`src/hw/rtl/nbt_pkg.sv`:
```
// ----------------------------------------------------------------------------
// nbt_pkg
// Shared types and constants for the neighbor table: command beat layout,
// table entry layout and fixed field widths.
// ----------------------------------------------------------------------------
package nbt_pkg;

    localparam int ID_W    = 8;
    localparam int TICK_W  = 32;
    localparam int BYTE_W  = 8;
    localparam int TMO_W   = 16;

    localparam logic [TMO_W-1:0] TIMEOUT_RESET = 16'd32;

    // Depth of the command queue between front and back; a power of two.
    localparam int QUEUE_DEPTH = 2;

    localparam logic OP_MSG = 1'b0;
    localparam logic OP_AGE = 1'b1;

    typedef enum logic [0:0] {
        CMD_MSG = 1'b0,
        CMD_AGE = 1'b1
    } cmd_kind_t;

    typedef struct packed {
        cmd_kind_t           kind;
        logic [TICK_W-1:0]   now;
        logic [ID_W-1:0]     sender_id;
        logic [BYTE_W-1:0]   sender_neighbors;
        logic [BYTE_W-1:0]   link_distance;
    } cmd_t;

    typedef struct packed {
        logic [ID_W-1:0]     ident;
        logic [TICK_W-1:0]   stamp;
        logic [BYTE_W-1:0]   distance;
        logic [BYTE_W-1:0]   reported;
    } entry_t;

endpackage

```
`src/hw/rtl/nbt_front.sv`:
```
// ----------------------------------------------------------------------------
// nbt_front
// Input stage: takes one beat, decodes the opcode into a command kind and
// holds the command until the queue takes it.
// ----------------------------------------------------------------------------
module nbt_front (
    input  logic                           clk,
    input  logic                           rst_n,
    input  logic                           in_valid,
    output logic                           in_ready,
    input  logic                           opcode,
    input  logic [nbt_pkg::TICK_W-1:0]     now,
    input  logic [nbt_pkg::ID_W-1:0]       sender_id,
    input  logic [nbt_pkg::BYTE_W-1:0]     sender_neighbors,
    input  logic [nbt_pkg::BYTE_W-1:0]     link_distance,
    output logic                           push_valid,
    input  logic                           push_ready,
    output nbt_pkg::cmd_t                  push_cmd
);

    logic          hold_valid_reg;
    nbt_pkg::cmd_t hold_cmd_reg;
    nbt_pkg::cmd_t decoded;

    always_comb
    begin
        decoded.kind             = (opcode == nbt_pkg::OP_AGE) ? nbt_pkg::CMD_AGE
                                                              : nbt_pkg::CMD_MSG;
        decoded.now              = now;
        decoded.sender_id        = sender_id;
        decoded.sender_neighbors = sender_neighbors;
        decoded.link_distance    = link_distance;
    end

    assign in_ready   = !hold_valid_reg || push_ready;
    assign push_valid = hold_valid_reg;
    assign push_cmd   = hold_cmd_reg;

    always_ff @(posedge clk or negedge rst_n)
    begin
        if (!rst_n)
        begin
            hold_valid_reg <= 1'b0;
        end
        else if (in_ready)
        begin
            hold_valid_reg <= in_valid;
        end
    end

    always_ff @(posedge clk)
    begin
        if (in_valid && in_ready)
        begin
            hold_cmd_reg <= decoded;
        end
    end

endmodule

```
`src/hw/rtl/nbt_queue.sv`:
```
// ----------------------------------------------------------------------------
// nbt_queue
// Short command FIFO between the front stage and the table sequencer.
// ----------------------------------------------------------------------------
module nbt_queue (
    input  logic          clk,
    input  logic          rst_n,
    input  logic          push_valid,
    output logic          push_ready,
    input  nbt_pkg::cmd_t push_cmd,
    output logic          pop_valid,
    input  logic          pop_ready,
    output nbt_pkg::cmd_t pop_cmd
);

    localparam int PTR_W = (nbt_pkg::QUEUE_DEPTH > 1) ? $clog2(nbt_pkg::QUEUE_DEPTH) : 1;
    localparam int CNT_W = $clog2(nbt_pkg::QUEUE_DEPTH + 1);

    nbt_pkg::cmd_t    slot_reg [nbt_pkg::QUEUE_DEPTH];
    logic [PTR_W-1:0] wr_ptr_reg;
    logic [PTR_W-1:0] rd_ptr_reg;
    logic [CNT_W-1:0] fill_reg;
    logic             do_push;
    logic             do_pop;

    assign push_ready = (fill_reg != CNT_W'(nbt_pkg::QUEUE_DEPTH));
    assign pop_valid  = (fill_reg != '0);
    assign pop_cmd    = slot_reg[rd_ptr_reg];
    assign do_push    = push_valid && push_ready;
    assign do_pop     = pop_valid && pop_ready;

    always_ff @(posedge clk or negedge rst_n)
    begin
        if (!rst_n)
        begin
            wr_ptr_reg <= '0;
            rd_ptr_reg <= '0;
            fill_reg   <= '0;
        end
        else
        begin
            if (do_push)
            begin
                wr_ptr_reg <= wr_ptr_reg + PTR_W'(1);
            end
            if (do_pop)
            begin
                rd_ptr_reg <= rd_ptr_reg + PTR_W'(1);
            end
            if (do_push && !do_pop)
            begin
                fill_reg <= fill_reg + CNT_W'(1);
            end
            else if (do_pop && !do_push)
            begin
                fill_reg <= fill_reg - CNT_W'(1);
            end
        end
    end

    always_ff @(posedge clk)
    begin
        if (do_push)
        begin
            slot_reg[wr_ptr_reg] <= push_cmd;
        end
    end

endmodule

```
`src/hw/rtl/nbt_back.sv`:
```
// ----------------------------------------------------------------------------
// nbt_back
// Table sequencer: holds the entry memory, runs the search-and-append for a
// message and the top-down aging sweep, and registers one result per command.
// ----------------------------------------------------------------------------
module nbt_back #(
    parameter int TABLE_DEPTH = 16
) (
    input  logic                          clk,
    input  logic                          rst_n,
    input  logic                          cfg_wr_en,
    input  logic [nbt_pkg::TMO_W-1:0]     cfg_wr_data,
    input  logic                          pop_valid,
    output logic                          pop_ready,
    input  nbt_pkg::cmd_t                 pop_cmd,
    output logic                          out_valid,
    input  logic                          out_ready,
    output logic [$clog2(TABLE_DEPTH+1)-1:0] table_count,
    output logic                          was_present,
    output logic                          was_inserted,
    output logic                          was_dropped,
    output logic [$clog2(TABLE_DEPTH+1)-1:0] removed_count
);

    localparam int CNT_W = $clog2(TABLE_DEPTH + 1);
    localparam int IDX_W = $clog2(TABLE_DEPTH);

    typedef enum logic [6:0] {
        ST_IDLE  = 7'b0000001,
        ST_MSCAN = 7'b0000010,
        ST_MCMP  = 7'b0000100,
        ST_ASCAN = 7'b0001000,
        ST_ACMP  = 7'b0010000,
        ST_AMOVE = 7'b0100000,
        ST_DONE  = 7'b1000000
    } state_t;

    nbt_pkg::entry_t mem [TABLE_DEPTH];
    nbt_pkg::entry_t rd_data_reg;

    state_t                    state_reg, state_next;
    nbt_pkg::cmd_t             cmd_reg, cmd_next;
    logic [CNT_W-1:0]          vt_reg, vt_next;
    logic [CNT_W-1:0]          idx_reg, idx_next;
    logic [CNT_W-1:0]          removed_reg, removed_next;
    logic                      present_reg, present_next;
    logic                      inserted_reg, inserted_next;
    logic                      dropped_reg, dropped_next;
    logic [nbt_pkg::TMO_W-1:0] timeout_reg;

    logic                      out_valid_reg, out_valid_next;
    logic [CNT_W-1:0]          out_count_reg;
    logic                      out_present_reg;
    logic                      out_inserted_reg;
    logic                      out_dropped_reg;
    logic [CNT_W-1:0]          out_removed_reg;
    logic                      out_load;

    logic                      mem_we;
    logic [IDX_W-1:0]          mem_waddr;
    nbt_pkg::entry_t           mem_wdata;
    logic [IDX_W-1:0]          rd_addr;
    logic [CNT_W-1:0]          idx_dec;
    logic [CNT_W-1:0]          vt_dec;
    logic [nbt_pkg::TICK_W-1:0] age;
    logic                      aged;

    assign idx_dec = idx_reg - CNT_W'(1);
    assign vt_dec  = vt_reg - CNT_W'(1);
    assign age     = cmd_reg.now - rd_data_reg.stamp;
    assign aged    = age > nbt_pkg::TICK_W'(timeout_reg);

    assign pop_ready = (state_reg == ST_IDLE);

    always_comb
    begin
        state_next     = state_reg;
        cmd_next       = cmd_reg;
        vt_next        = vt_reg;
        idx_next       = idx_reg;
        removed_next   = removed_reg;
        present_next   = present_reg;
        inserted_next  = inserted_reg;
        dropped_next   = dropped_reg;
        out_load       = 1'b0;
        mem_we         = 1'b0;
        mem_waddr      = idx_reg[IDX_W-1:0];
        mem_wdata      = rd_data_reg;
        rd_addr        = idx_reg[IDX_W-1:0];

        unique case (state_reg)
            ST_IDLE:
            begin
                if (pop_valid)
                begin
                    cmd_next      = pop_cmd;
                    removed_next  = '0;
                    present_next  = 1'b0;
                    inserted_next = 1'b0;
                    dropped_next  = 1'b0;
                    if (pop_cmd.kind == nbt_pkg::CMD_AGE)
                    begin
                        idx_next   = vt_reg;
                        state_next = ST_ASCAN;
                    end
                    else
                    begin
                        idx_next   = '0;
                        state_next = ST_MSCAN;
                    end
                end
            end
            ST_MSCAN:
            begin
                if (idx_reg == vt_reg)
                begin
                    // Sender absent: append, or drop on a full table.
                    if (vt_reg != CNT_W'(TABLE_DEPTH))
                    begin
                        mem_we             = 1'b1;
                        mem_waddr          = vt_reg[IDX_W-1:0];
                        mem_wdata.ident    = cmd_reg.sender_id;
                        mem_wdata.stamp    = cmd_reg.now;
                        mem_wdata.distance = cmd_reg.link_distance;
                        mem_wdata.reported = cmd_reg.sender_neighbors;
                        vt_next            = vt_reg + CNT_W'(1);
                        inserted_next      = 1'b1;
                    end
                    else
                    begin
                        dropped_next = 1'b1;
                    end
                    state_next = ST_DONE;
                end
                else
                begin
                    state_next = ST_MCMP;
                end
            end
            ST_MCMP:
            begin
                if (rd_data_reg.ident == cmd_reg.sender_id)
                begin
                    present_next = 1'b1;
                    state_next   = ST_DONE;
                end
                else
                begin
                    idx_next   = idx_reg + CNT_W'(1);
                    state_next = ST_MSCAN;
                end
            end
            ST_ASCAN:
            begin
                if (idx_reg == '0)
                begin
                    state_next = ST_DONE;
                end
                else
                begin
                    rd_addr    = idx_dec[IDX_W-1:0];
                    idx_next   = idx_dec;
                    state_next = ST_ACMP;
                end
            end
            ST_ACMP:
            begin
                // Fetch the last valid entry to fill the expired slot.
                rd_addr = vt_dec[IDX_W-1:0];
                if (aged)
                begin
                    state_next = ST_AMOVE;
                end
                else
                begin
                    state_next = ST_ASCAN;
                end
            end
            ST_AMOVE:
            begin
                mem_we       = 1'b1;
                mem_waddr    = idx_reg[IDX_W-1:0];
                mem_wdata    = rd_data_reg;
                vt_next      = vt_dec;
                removed_next = removed_reg + CNT_W'(1);
                state_next   = ST_ASCAN;
            end
            ST_DONE:
            begin
                if (!out_valid_reg || out_ready)
                begin
                    out_load   = 1'b1;
                    state_next = ST_IDLE;
                end
            end
            default:
            begin
                state_next = ST_IDLE;
            end
        endcase
    end

    always_comb
    begin
        out_valid_next = out_valid_reg;
        if (out_load)
        begin
            out_valid_next = 1'b1;
        end
        else if (out_ready)
        begin
            out_valid_next = 1'b0;
        end
    end

    always_ff @(posedge clk or negedge rst_n)
    begin
        if (!rst_n)
        begin
            state_reg     <= ST_IDLE;
            vt_reg        <= '0;
            idx_reg       <= '0;
            removed_reg   <= '0;
            present_reg   <= 1'b0;
            inserted_reg  <= 1'b0;
            dropped_reg   <= 1'b0;
            timeout_reg   <= nbt_pkg::TIMEOUT_RESET;
            out_valid_reg <= 1'b0;
        end
        else
        begin
            state_reg     <= state_next;
            vt_reg        <= vt_next;
            idx_reg       <= idx_next;
            removed_reg   <= removed_next;
            present_reg   <= present_next;
            inserted_reg  <= inserted_next;
            dropped_reg   <= dropped_next;
            out_valid_reg <= out_valid_next;
            if (cfg_wr_en)
            begin
                timeout_reg <= cfg_wr_data;
            end
        end
    end

    always_ff @(posedge clk)
    begin
        cmd_reg <= cmd_next;
        if (out_load)
        begin
            out_count_reg    <= vt_reg;
            out_present_reg  <= present_reg;
            out_inserted_reg <= inserted_reg;
            out_dropped_reg  <= dropped_reg;
            out_removed_reg  <= removed_reg;
        end
    end

    // Entry memory: one write port, one registered read port.
    always_ff @(posedge clk)
    begin
        if (mem_we)
        begin
            mem[mem_waddr] <= mem_wdata;
        end
        rd_data_reg <= mem[rd_addr];
    end

    assign out_valid     = out_valid_reg;
    assign table_count   = out_count_reg;
    assign was_present   = out_present_reg;
    assign was_inserted  = out_inserted_reg;
    assign was_dropped   = out_dropped_reg;
    assign removed_count = out_removed_reg;

endmodule

```
`src/hw/rtl/neighbor_table_with_aging.sv`:
```
// Path: the front register, the queue, then the sequencer:
//   a message compares entries in turn and appends or drops on a miss;
//   a sweep checks valid entries from the top down and fills each expired
//   slot with the last valid entry.
// Throughput: one command at a time in the sequencer, set by the single read
//   port of the entry memory; the front and queue keep accepting until full.
// Reset: empty table, timeout 32; entry contents are not cleared.
// ----------------------------------------------------------------------------
// neighbor_table_with_aging
// Neighbor table with search-and-append on messages and timeout-based aging.
// ----------------------------------------------------------------------------
module neighbor_table_with_aging #(
    parameter int TABLE_DEPTH = 16
) (
    input  logic                              clk,
    input  logic                              rst_n,
    input  logic                              cfg_wr_en,
    input  logic [nbt_pkg::TMO_W-1:0]         cfg_wr_data,
    input  logic                              in_valid,
    output logic                              in_ready,
    input  logic                              opcode,
    input  logic [nbt_pkg::TICK_W-1:0]        now,
    input  logic [nbt_pkg::ID_W-1:0]          sender_id,
    input  logic [nbt_pkg::BYTE_W-1:0]        sender_neighbors,
    input  logic [nbt_pkg::BYTE_W-1:0]        link_distance,
    output logic                              out_valid,
    input  logic                              out_ready,
    output logic [$clog2(TABLE_DEPTH+1)-1:0]  table_count,
    output logic                              was_present,
    output logic                              was_inserted,
    output logic                              was_dropped,
    output logic [$clog2(TABLE_DEPTH+1)-1:0]  removed_count
);

    logic          push_valid;
    logic          push_ready;
    nbt_pkg::cmd_t push_cmd;
    logic          pop_valid;
    logic          pop_ready;
    nbt_pkg::cmd_t pop_cmd;

    nbt_front u_front (
        .clk              (clk),
        .rst_n            (rst_n),
        .in_valid         (in_valid),
        .in_ready         (in_ready),
        .opcode           (opcode),
        .now              (now),
        .sender_id        (sender_id),
        .sender_neighbors (sender_neighbors),
        .link_distance    (link_distance),
        .push_valid       (push_valid),
        .push_ready       (push_ready),
        .push_cmd         (push_cmd)
    );

    nbt_queue u_queue (
        .clk        (clk),
        .rst_n      (rst_n),
        .push_valid (push_valid),
        .push_ready (push_ready),
        .push_cmd   (push_cmd),
        .pop_valid  (pop_valid),
        .pop_ready  (pop_ready),
        .pop_cmd    (pop_cmd)
    );

    nbt_back #(
        .TABLE_DEPTH (TABLE_DEPTH)
    ) u_back (
        .clk           (clk),
        .rst_n         (rst_n),
        .cfg_wr_en     (cfg_wr_en),
        .cfg_wr_data   (cfg_wr_data),
        .pop_valid     (pop_valid),
        .pop_ready     (pop_ready),
        .pop_cmd       (pop_cmd),
        .out_valid     (out_valid),
        .out_ready     (out_ready),
        .table_count   (table_count),
        .was_present   (was_present),
        .was_inserted  (was_inserted),
        .was_dropped   (was_dropped),
        .removed_count (removed_count)
    );

endmodule

```
`config.mk`:
```
export PLATFORM = sky130hd
export DESIGN_NAME = neighbor_table_with_aging
export DESIGN_NICKNAME = d
export VERILOG_FILES = /design/src/hw/rtl/nbt_pkg.sv /design/src/hw/rtl/nbt_front.sv /design/src/hw/rtl/nbt_queue.sv /design/src/hw/rtl/nbt_back.sv /design/src/hw/rtl/neighbor_table_with_aging.sv
export SDC_FILE = /design/constraint.sdc
export NUM_CORES = 1
export LEC_CHECK = 0
export BUFFER_PORTS_ARGS = -buffer_cell sky130_fd_sc_hd__buf_2
export CORE_MARGIN = 1.5
export CORE_UTILIZATION = 60
export CTS_CLUSTER_SIZE = 16
export DETAILED_ROUTE_END_ITERATION = 8
export PLACE_DENSITY_LB_ADDON = 0.05
export REMOVE_ABC_BUFFERS = 1
export SETUP_SLACK_MARGIN = 0.2
export SLEW_MARGIN = 20
export SYNTH_ARGS = -nofsm -noshare
export SYNTH_HDL_FRONTEND = slang
export SYNTH_SLANG_ARGS = --single-unit
```
`constraint.sdc`:
```
create_clock -name clk -period 6.75 [get_ports clk]
set_clock_uncertainty 0.1 [all_clocks]
set_input_delay 1.0125 -clock clk [delete_from_list [all_inputs] [get_ports clk]]
set_output_delay 1.0125 -clock clk [all_outputs]
set_load 0.03 [all_outputs]
```
Word-level counts from Yosys, hierarchy flattened
Memories as Yosys holds them, arrays and structs flattened. A register that Yosys moved wholly into a read port is not among the register bits.
Index checks and enable logic that the tools add are counted.
- word-level logic and storage cells: 136
- bits in registers: 173
- memories: 2
- latch bits: 0
- memory bits (read-only): 0
- RAM bits: 1010
- input port bits: 78
- $lt $le $gt $ge: 1
- multiply operators: 0
- div/mod/pow operators: 0
- shift operators: 0
- equality and inequality tests: 19
- reduce and logical (&&, ||, !) cells: 28
- add/subtract/negate cells: 10
- bitwise operators: 0
- muxes and demuxes: 49
- memory list (memory ; words ; bits a word ; read ports ; clocked after Yosys merged registers in ; write ports ; RTL line ; text):
    u_back.mem ; 16 ; 56 ; 1 ; 1 ; 1 ; nbt_back.sv:38 ; nbt_pkg::entry_t mem [TABLE_DEPTH];
    u_queue.slot_reg ; 2 ; 57 ; 1 ; 0 ; 1 ; nbt_queue.sv:19 ; nbt_pkg::cmd_t slot_reg [nbt_pkg::QUEUE_DEPTH];
- operators with widths (operator ; number):
    $mux 56 ; 3
    $pmux 7 s7 ; 1
    $mux 5 ; 7
    $mux 7 ; 5
    $gt 32x16->1 ; 1
    $sub 32x32->32 ; 1
    $mux 4 ; 5
    $pmux 5 s2 ; 2
    $mux 1 ; 17
    $add 5x1->5 const B ; 3
    $pmux 5 s3 ; 1
    $reduce_bool 2->1 ; 7
    $reduce_and 4->1 ; 3
    $ne 2x1->1 const B ; 5
    $sub 5x1->5 const B ; 2
    $eq 8x8->1 ; 1
    $ne 2x2->1 const B ; 4
    $pmux 1 s2 ; 4
    $pmux 4 s2 ; 1
    $eq 7x1->1 const B ; 1
    $eq 7x2->1 const B ; 1
    $eq 7x3->1 const B ; 1
    $eq 7x4->1 const B ; 1
    $eq 7x5->1 const B ; 1
    other kinds (16) ; 29

Longest topological paths before layout
- word-level depth: 6
- depth in mapped cells: 19

Hierarchy
From an unflattened synthesis, not the netlist that was laid out.
- cells, all modules: 2756
- area, all modules: 38831.0 µm²
- modules (own cells, without submodules) (module ; cells each ; times used ; area an instance (µm²)):
    nbt_back ; 2500 ; 1 ; 32682.6
    nbt_queue ; 195 ; 1 ; 4383.0
    nbt_front ; 61 ; 1 ; 1765.4

Worst setup path before layout
Ideal clock, no wire load.
- path type: reg-to-reg
- from: reg u_back.state_reg[6]
- to: mem u_back.mem[1][16] in the netlist's numbering (enable)
- clock period less this slack: 5.213 ns
- library setup time: 0.487 ns
- arrival: 4.627 ns
- setup slack: 1.537 ns
- stages on the path, launching flop included: 9
- path buffers: 0
- path through: dfrtp_1 -> nor4_1 -> nand2b_1 -> nor3b_1 -> and2_1 -> nand2_1 -> nand2_1 -> nand3_1 -> nor3_1
- cells in the longest elaborated chain, start to end: 4
- elaborated cells on any way between the ends: 6
- ends and longest elaborated chain (item ; RTL line ; text):
    start: declaration ; nbt_back.sv:41 ; state_t state_reg, state_next;
    start signal: assignment ; nbt_back.sv:232 ; state_reg <= state_next;
    $eq 7x6->1 / $eq 7x2->1 (equally long branches) ; nbt_back.sv:91 ; unique case (state_reg)
    $pmux 1 s2 ; nbt_back.sv:91 ;
    $mux 1 ; nbt_back.sv:263 ; if (mem_we)
    $mux 1 (not written as such) ; nbt_back.sv:265 ; mem[mem_waddr] <= mem_wdata;
    end: declaration ; nbt_back.sv:38 ;
Parallel ways exist; a longest one is shown, timed or not.

Worst setup path after layout
- from: reg u_back.state_reg[6]
- to: mem u_back.mem[5][38] in the netlist's numbering (enable)
The elaborated chain is that of the path after synthesis.

==> flow_summary.toml <==
[outcome]
run_status = "complete, no violations"

[global_routing]
grt_pass1_wl_microns = 133000
grt_pass1_vias = 21636
grt_start_max_net_pins = 185
track_usage_pct = 28.4
antenna_found_initial = 0
grt_overflow = 0

[floorplanning]
ios = 93
num_rows = 91
fp.coreArea_sq_um = 61700
chipWidth_microns = 253
die_h_microns = 253
start_util_pct = 60.6
dieArea_sq_um = 63800

[clocking]
tritoncts = "done"
path_clk_slew_ps = 60
cts_sinks = 903
cts_resized = 0
cts_root_buf = "clkbuf_16"
numCtsBuffers = 88
holdBufCountCts = 0
clockBufferDepth = 3
htree_levels = 3
post_cts_buffers = 0
clk_latency_ps = 650

[yosys]
ys_seq_area_share_pct = 70.8
yosysWarnings = 0
ys_async_sr_fraction_pct = 5.20
synth.avg_cell_area_sq_um = 13.9
netlist_area_sq_um = 37400
ys_seq_elements = 903
synthCells = 2685
synth_edf_count = 816
synthDistinctLibCells = 78
synth-main-ff-cell = "edfxtp_1"

[sta]
worst_slew_pin_slew_ps = 1110
fmax_mhz = 210
rsz0062_at_grt = "false"
period_needed_ps = 4750
setup_viol = 0
fin_crit_sh_pct = 70.4
finalHoldViolCount = 0
slew_viol_final = 0
maxSlewHeadroom_pct = 25.6
timing.hold.ws_ps = 346
layout_setup_ws_ps = 2000

[drt]
wl_per_cell_microns = 24.7
via_per_inst = 6.19
first_pass_iters = 5
drc_errors = 0
antenna_left = 0
wl_microns = 89900
drt_iter0_markers = 1987
vias = 22499

[setup_path]
crit-reg2reg-capture = "u_back.mem[5][38]"
cp_max_fo = 45
start_kind = "flip-flop"
cp-end-kind = "flip-flop"
cp_data_arrival_time_ps = 4930
reg2reg_from = "u_back.state_reg[6]"
r2r_setup_slack_ps = 2000
crit_type = "reg2reg"
cp.required_ps = 6930
r2r_cells = 10

[power]
switching_share_pct = 36.0
powerDensity_nw_per_um2 = 480
combPwrFrac_pct = 36.0
power.share.clock_pct = 24.9
ir_drop_mv = 0.641
p_int_mw = 12.8
power.switching_mw = 7.21
power_leakage_nw = 14.2
sequentialPowerShare_pct = 39.1

[final_layout]
layout_common_cells = "816 x edfxtp_1, 384 x nand2_1, 207 x a211oi_1, 132 x a21oi_1, 89 x clkbuf_16"
nets = 2855
finish.utilization_pct = 67.6
largest_reg_flops = 640
layout_commonest_cell = "edfxtp_1"
drive_above_1_share_pct = 13.2
fillers = 4348
antenna_cells = 0
syn_to_final_growth_pct = 11.5

[place]
gp_congestion = 0.926
hpwl_microns = 49100
place_ws_ps = 1930
portBuffers = 76

[min_path]
hold_class = "reg2reg"
min_to = "u_queue.slot_reg[1][41]"
hold_start = "u_front.push_cmd[41]"
hold_path_depth = 0

[flow_run]
maxCapViolations = 0
critical path: stages, from the launching register on:
cell and delay, ps:
dfrtp_1 410, nor4_1 570, nand2b_1 210, nor3b_1 290, and2_1 220, nand2_2 60, buf_4 390, nand2_1 300
nand3_1 330, nor2_4 910, buf_4 580
final cells by class:
class	instances	area, sq um	area share, %
clock buffers	114	2400	5.76
multi-input cells	1548	10100	24.1
flip-flops and latches	903	26500	63.5
inverters	62	233	0.558
well taps	837	1050	2.51
repair buffers	120	903	2.17
clock inverters	52	577	1.38
synth_stat cells (29+ instances only):
cell type	instances	area share (%)
mux2_2	81	2.4
nor2_1	64	0.64
clkbuf_1	92	0.92
and2_0	85	1.4
a21oi_1	133	1.8
xnor2_1	29	0.68
dfxtp_1	40	2.1
o21ai_0	53	0.71
edfxtp_1	816	66
ha_1	53	1.8
a311oi_1	82	1.9
a211oi_1	207	4.2
dfrtp_1	45	3.0
and2_1	81	1.4
buf_2	65	0.87
a31oi_1	84	1.4
nand2_1	385	3.9
inv_1	62	0.62
power groups by stage:
stage	clock (mW)	combinational, mW	sequential [mW]
global placement	0	6.96	7.91
global route	5.25	7.94	7.86
finish	4.99	7.20	7.82
floorplan	0	5.25	7.81
detailed placement	0	7.15	7.93
CTS	5.05	7.19	7.82
worst max path at each step:
| stage | start | to | cells past startpoint |
|---|---|---|---|
| after CTS | u_back.state_reg[6] | u_back.mem[5][38] | 10 |
| after floorplan | u_back.idx_reg[0] | u_back.rd_data_reg[16] | 10 |
| after global routing | u_back.state_reg[6] | u_back.mem[5][38] | 10 |
| after global placement | u_back.state_reg[6] | u_back.mem[13][49] | 10 |
| final | u_back.state_reg[6] | u_back.mem[5][38] | 10 |
| after detailed placement | u_back.state_reg[6] | u_back.mem[5][50] | 10 |
kinds of logic (layout without fill, tap and decap cells):
| family | count (synthesis) | after routing | share of synthesized area, % |
|---|---|---|---|
| flip-flops | 903 | 903 | 70.8 |
| AND/OR/NAND/NOR | 717 | 717 | 9.04 |
| AO/OA/AOI/OAI | 641 | 641 | 11.8 |
| buffers and inverters | 234 | 348 | 2.76 |
| multiplexers | 87 | 87 | 2.60 |
| adder cells (fa/ha/maj) | 54 | 54 | 1.83 |
| XOR/XNOR | 49 | 49 | 1.15 |
metrics by stage:
stage                     instance area [sq um]  total power [mW]  setup TNS, ps  cells
after floorplan                           36600              13.1         -97910   2513
after global placement                    38600              14.9              0   3465
after detailed placement                  38700              15.1              0   3469
after CTS                                 41700              20.1              0   3635
after global routing                      41700              21.1              0   3636
final                                     41700              20.0              0   3636
routing by layer:
| metal | global-route usage (%) | wire (microns) | share of wire (%) | up-vias |
|---|---|---|---|---|
| met5 | 0 | 0 | 0 | - |
| met4 | 9.03 | 2690 | 3.0 | 0 |
| met3 | 3.53 | 5260 | 5.9 | 147 |
| met2 | 46.2 | 43100 | 48 | 776 |
| met1 | 40.2 | 38800 | 43 | 11283 |
| li1 | - | - | - | 10293 |
No activity file was read; power rests on OpenSTA's default activity.
